<file path="src/hw/rtl/rcb_pkg.sv">
package rcb_pkg;

  localparam int PIXEL_W  = 16;
  localparam int AMOUNT_W = 8;
  localparam int RED_W    = 5;
  localparam int GREEN_W  = 6;
  localparam int BLUE_W   = 5;

  localparam int BLUE_LSB  = 0;
  localparam int GREEN_LSB = BLUE_LSB + BLUE_W;
  localparam int RED_LSB   = GREEN_LSB + GREEN_W;

  localparam logic [AMOUNT_W-1:0] FADE_FULL  = 8'd255;
  localparam logic [AMOUNT_W-1:0] FADE_ROUND = 8'd127;

  typedef logic [PIXEL_W-1:0]  pixel_t;
  typedef logic [AMOUNT_W-1:0] amount_t;

endpackage

</file>
<file path="src/hw/rtl/rcb_channel_mix.sv">
module rcb_channel_mix
  import rcb_pkg::*;
#(
  parameter int CHAN_W = GREEN_W
) (
  input  logic [CHAN_W-1:0] src,
  input  logic [CHAN_W-1:0] tgt,
  input  amount_t           amount,
  output logic [CHAN_W-1:0] mix
);

  localparam int SUM_W = CHAN_W + AMOUNT_W;

  amount_t              inv_amount;
  logic [SUM_W-1:0]     weighted;
  logic [SUM_W:0]       corrected;
  logic [SUM_W-8:0]     quotient;

  // Division by 255 is done as (x + 1 + x/256) / 256, exact over this range.
  always_comb begin
    inv_amount = FADE_FULL - amount;
    weighted   = SUM_W'(src) * SUM_W'(inv_amount) + SUM_W'(tgt) * SUM_W'(amount)
               + SUM_W'(FADE_ROUND);
    corrected  = (SUM_W+1)'(weighted) + (SUM_W+1)'(1)
               + (SUM_W+1)'(weighted >> 8);
    quotient   = corrected[SUM_W:8];
    mix        = quotient[CHAN_W-1:0];
  end

endmodule

</file>
<file path="config.mk">
export PLATFORM = sky130hd
export DESIGN_NAME = rcb_channel_mix
export DESIGN_NICKNAME = d
export VERILOG_FILES = /design/src/hw/rtl/rcb_pkg.sv /design/src/hw/rtl/rcb_channel_mix.sv
export SDC_FILE = /design/constraint.sdc
export NUM_CORES = 1
export LEC_CHECK = 0
export BUFFER_PORTS_ARGS = -buffer_cell sky130_fd_sc_hd__buf_2
export CORE_ASPECT_RATIO = 1.25
export CORE_MARGIN = 1
export CORE_UTILIZATION = 65
export DETAILED_ROUTE_END_ITERATION = 8
export GPL_TIMING_DRIVEN = 0
export PLACE_DENSITY = 0.85
export SYNTH_ARGS = -nofsm -noshare
export SYNTH_HDL_FRONTEND = slang
export SYNTH_SLANG_ARGS = --single-unit
</file>
<file path="constraint.sdc">
create_clock -name vclk -period 11.2
set_input_delay 1.68 -clock vclk [all_inputs]
set_output_delay 1.68 -clock vclk [all_outputs]
set_load 0.01 [all_outputs]
</file>
==> metrics <==
top cells by instance count after synthesis 104 x sky130_fd_sc_hd__inv_1, 73 x sky130_fd_sc_hd__fa_1, 45 x sky130_fd_sc_hd__ha_1, 30 x sky130_fd_sc_hd__nand2_1, 27 x sky130_fd_sc_hd__nor2b_1; final setup violation count 0; required arrival time at the worst endpoint 9.52 ns; count of input and output buffers 26; buffers inserted by post-CTS timing repair 0; largest driver fanout on the critical path 10; setup total negative slack 0 ns; Placement Rows 30; 1st-pass router iterations 4; initial antenna violation count 0; Avg Synthesized Cell Area 8.76 um2; run status completed; RSZ-0062 raised after global routing false; start point of the worst hold path src[5]; Most common cell on crit path sky130_fd_sc_hd__fa_1; NumNets Final 587; global-route congestion overflow total 0; hold_buf cts 0; global router's overall resource usage 27.6%; Final Hold Vio Count 0; slowest CP cell sky130_fd_sc_hd__fa_1; area after detailed placement 3900 um2; wire length per cell after detailed routing 14.6 um; type of origin of the critical path input pin; combined flip-flop and latch cell area 0 um2; Detail Route Antenna Nets 0; worst stage delay on the critical path 0.55 ns; RePlAce Congestion 0.835; Initial Utilization 67.8%; top cells by area, synth sky130_fd_sc_hd__fa_1 40%, sky130_fd_sc_hd__ha_1 15%, sky130_fd_sc_hd__inv_1 11%; HPWL reported at the end of detailed placement 6.55 mm; dominant cell by count in the synthesized netlist sky130_fd_sc_hd__inv_1; time the final worst path needs with I/O delays and setup 10.20 ns; Layout clock buffers 0; number of resized instances in the post-cts repair step 0; count of flip-flops and latches 0; synthesized netlist cell count 421; Avg Vias per Cell 5.66; width of the die 69.4 um; sequential cell area fraction in the yosys report 0%; Least-Margin Pin Slew 0.609 ns; count of cells along the worst hold path 7; endpoint arrival time on the critical path 8.52 ns; number of remaining DRC errors 0; synth-to-layout area growth 5.70%; number of design-rule violations left by the first detailed-router iteration 98; die height 86.2 um; share of Yosys cell area claimed by the top area cell type 39.6%; maximum clock frequency 98.0 MHz; count of distinct cell types in the synthesized netlist 46; pin count of the biggest net entering global routing 11; end-of-flow core utilization 71.7%; # diodes 0; syn_nets 559; standard cell core area 5440 um2; relative slew slack 59.1%; floorplan die area 5980 um2; Non-Filler Cell Area, Final 3900 um2; worst hold path endpoint mix[5]; number of warnings reported in the yosys synthesis log 0; number of max-slew violations in the final report 0; overall via count from detail_route 2893; first-pass GRT wire length 13.3 mm; via count of the first global-routing pass 3084; layout cells sized above 1 7.38%; final wirelength 7.46 mm; maxcap violations 0; number of primary I/O pins 26; kind of cell with the highest combined delay on the critical path adder cells; kind of end point of the critical path output pin; Tcrit/Tclk final 91.1%; type of the setup path with the least slack input pin to output pin; cell taking the most area after synthesis sky130_fd_sc_hd__fa_1; post-synthesis cell area 3690 um2; worst min path class input pin to output pin; sum of buffers and inverters on the critical path 7
==> how the worst max path moves through the flow <==
stage	from	endpoint	slack [ns]	cells after the start
global placement	amount[3]	mix[4]	1.12	25
global route	amount[3]	mix[4]	0.65	25
floorplan	amount[4]	mix[4]	1.83	23
detailed placement	amount[3]	mix[4]	1.03	25
finish	amount[3]	mix[4]	1.00	25
CTS	amount[3]	mix[4]	1.01	25
==> tightest hold or removal path: stages <==
cell and delay, ns:
sky130_fd_sc_hd__buf_2 0.15, sky130_fd_sc_hd__nor2b_1 0.16, sky130_fd_sc_hd__ha_1 0.19, sky130_fd_sc_hd__xnor2_1 0.20, sky130_fd_sc_hd__xnor2_1 0.17, sky130_fd_sc_hd__xor2_1 0.08, sky130_fd_sc_hd__buf_2 0.13
==> cells in the final DEF (no fill, tap or decap), drive strengths merged, types with 3 or more instances in the layout <==
cell | synthesis | layout
inv | 104 | 104
fa | 73 | 73
ha | 45 | 45
nand2 | 30 | 30
buf | 1 | 27
nor2b | 27 | 27
nand2b | 25 | 25
and2 | 24 | 24
xnor2 | 10 | 10
clkbuf | 9 | 9
xor2 | 8 | 8
a21oi | 7 | 7
nand3 | 5 | 5
nor2 | 5 | 5
o21ai | 4 | 4
a211oi | 4 | 4
a21o | 4 | 4
o211ai | 3 | 3
o41ai | 3 | 3
==> through the flow <==
stage / hold slack (ns) / setup slack, ns / instances
after global placement: 4.43 / 1.12 / 511
after global routing: 4.52 / 0.651 / 511
after CTS: 4.45 / 1.01 / 511
after detailed placement: 4.44 / 1.03 / 511
after floorplan: 4.01 / 1.83 / 421
final: 4.43 / 1.00 / 511
==> final cells by class <==
class,instances,area (um2)
tap,64,80.1
fill,401,1540
timing repair buffer,26,130
buffer,10,40.0
multi-input combinational,307,3260
inverter,104,390
==> cell families (layout without fill, tap and decap cells) <==
family / after synthesis / count (layout) / synth area share (%)
AND/OR/NAND/NOR: 126 / 126 / 19.0
adder cells (fa/ha/maj): 119 / 119 / 55.2
buffers and inverters: 114 / 140 / 11.7
AO/OA/AOI/OAI: 41 / 41 / 8.78
XOR/XNOR: 19 / 19 / 4.88
multiplexers: 2 / 2 / 0.543
==> metal layers <==
layer,track usage [%],part of all wire [%],vias up
met4,8.16,3.4,0
li1,-,-,1358
met5,0,0,-
met2,55.5,55,70
met3,0.465,3.2,20
met1,31.6,38,1445
Power is not shown: default switching activity piles up to over one toggle a cycle in this logic, so the estimate is an artifact.
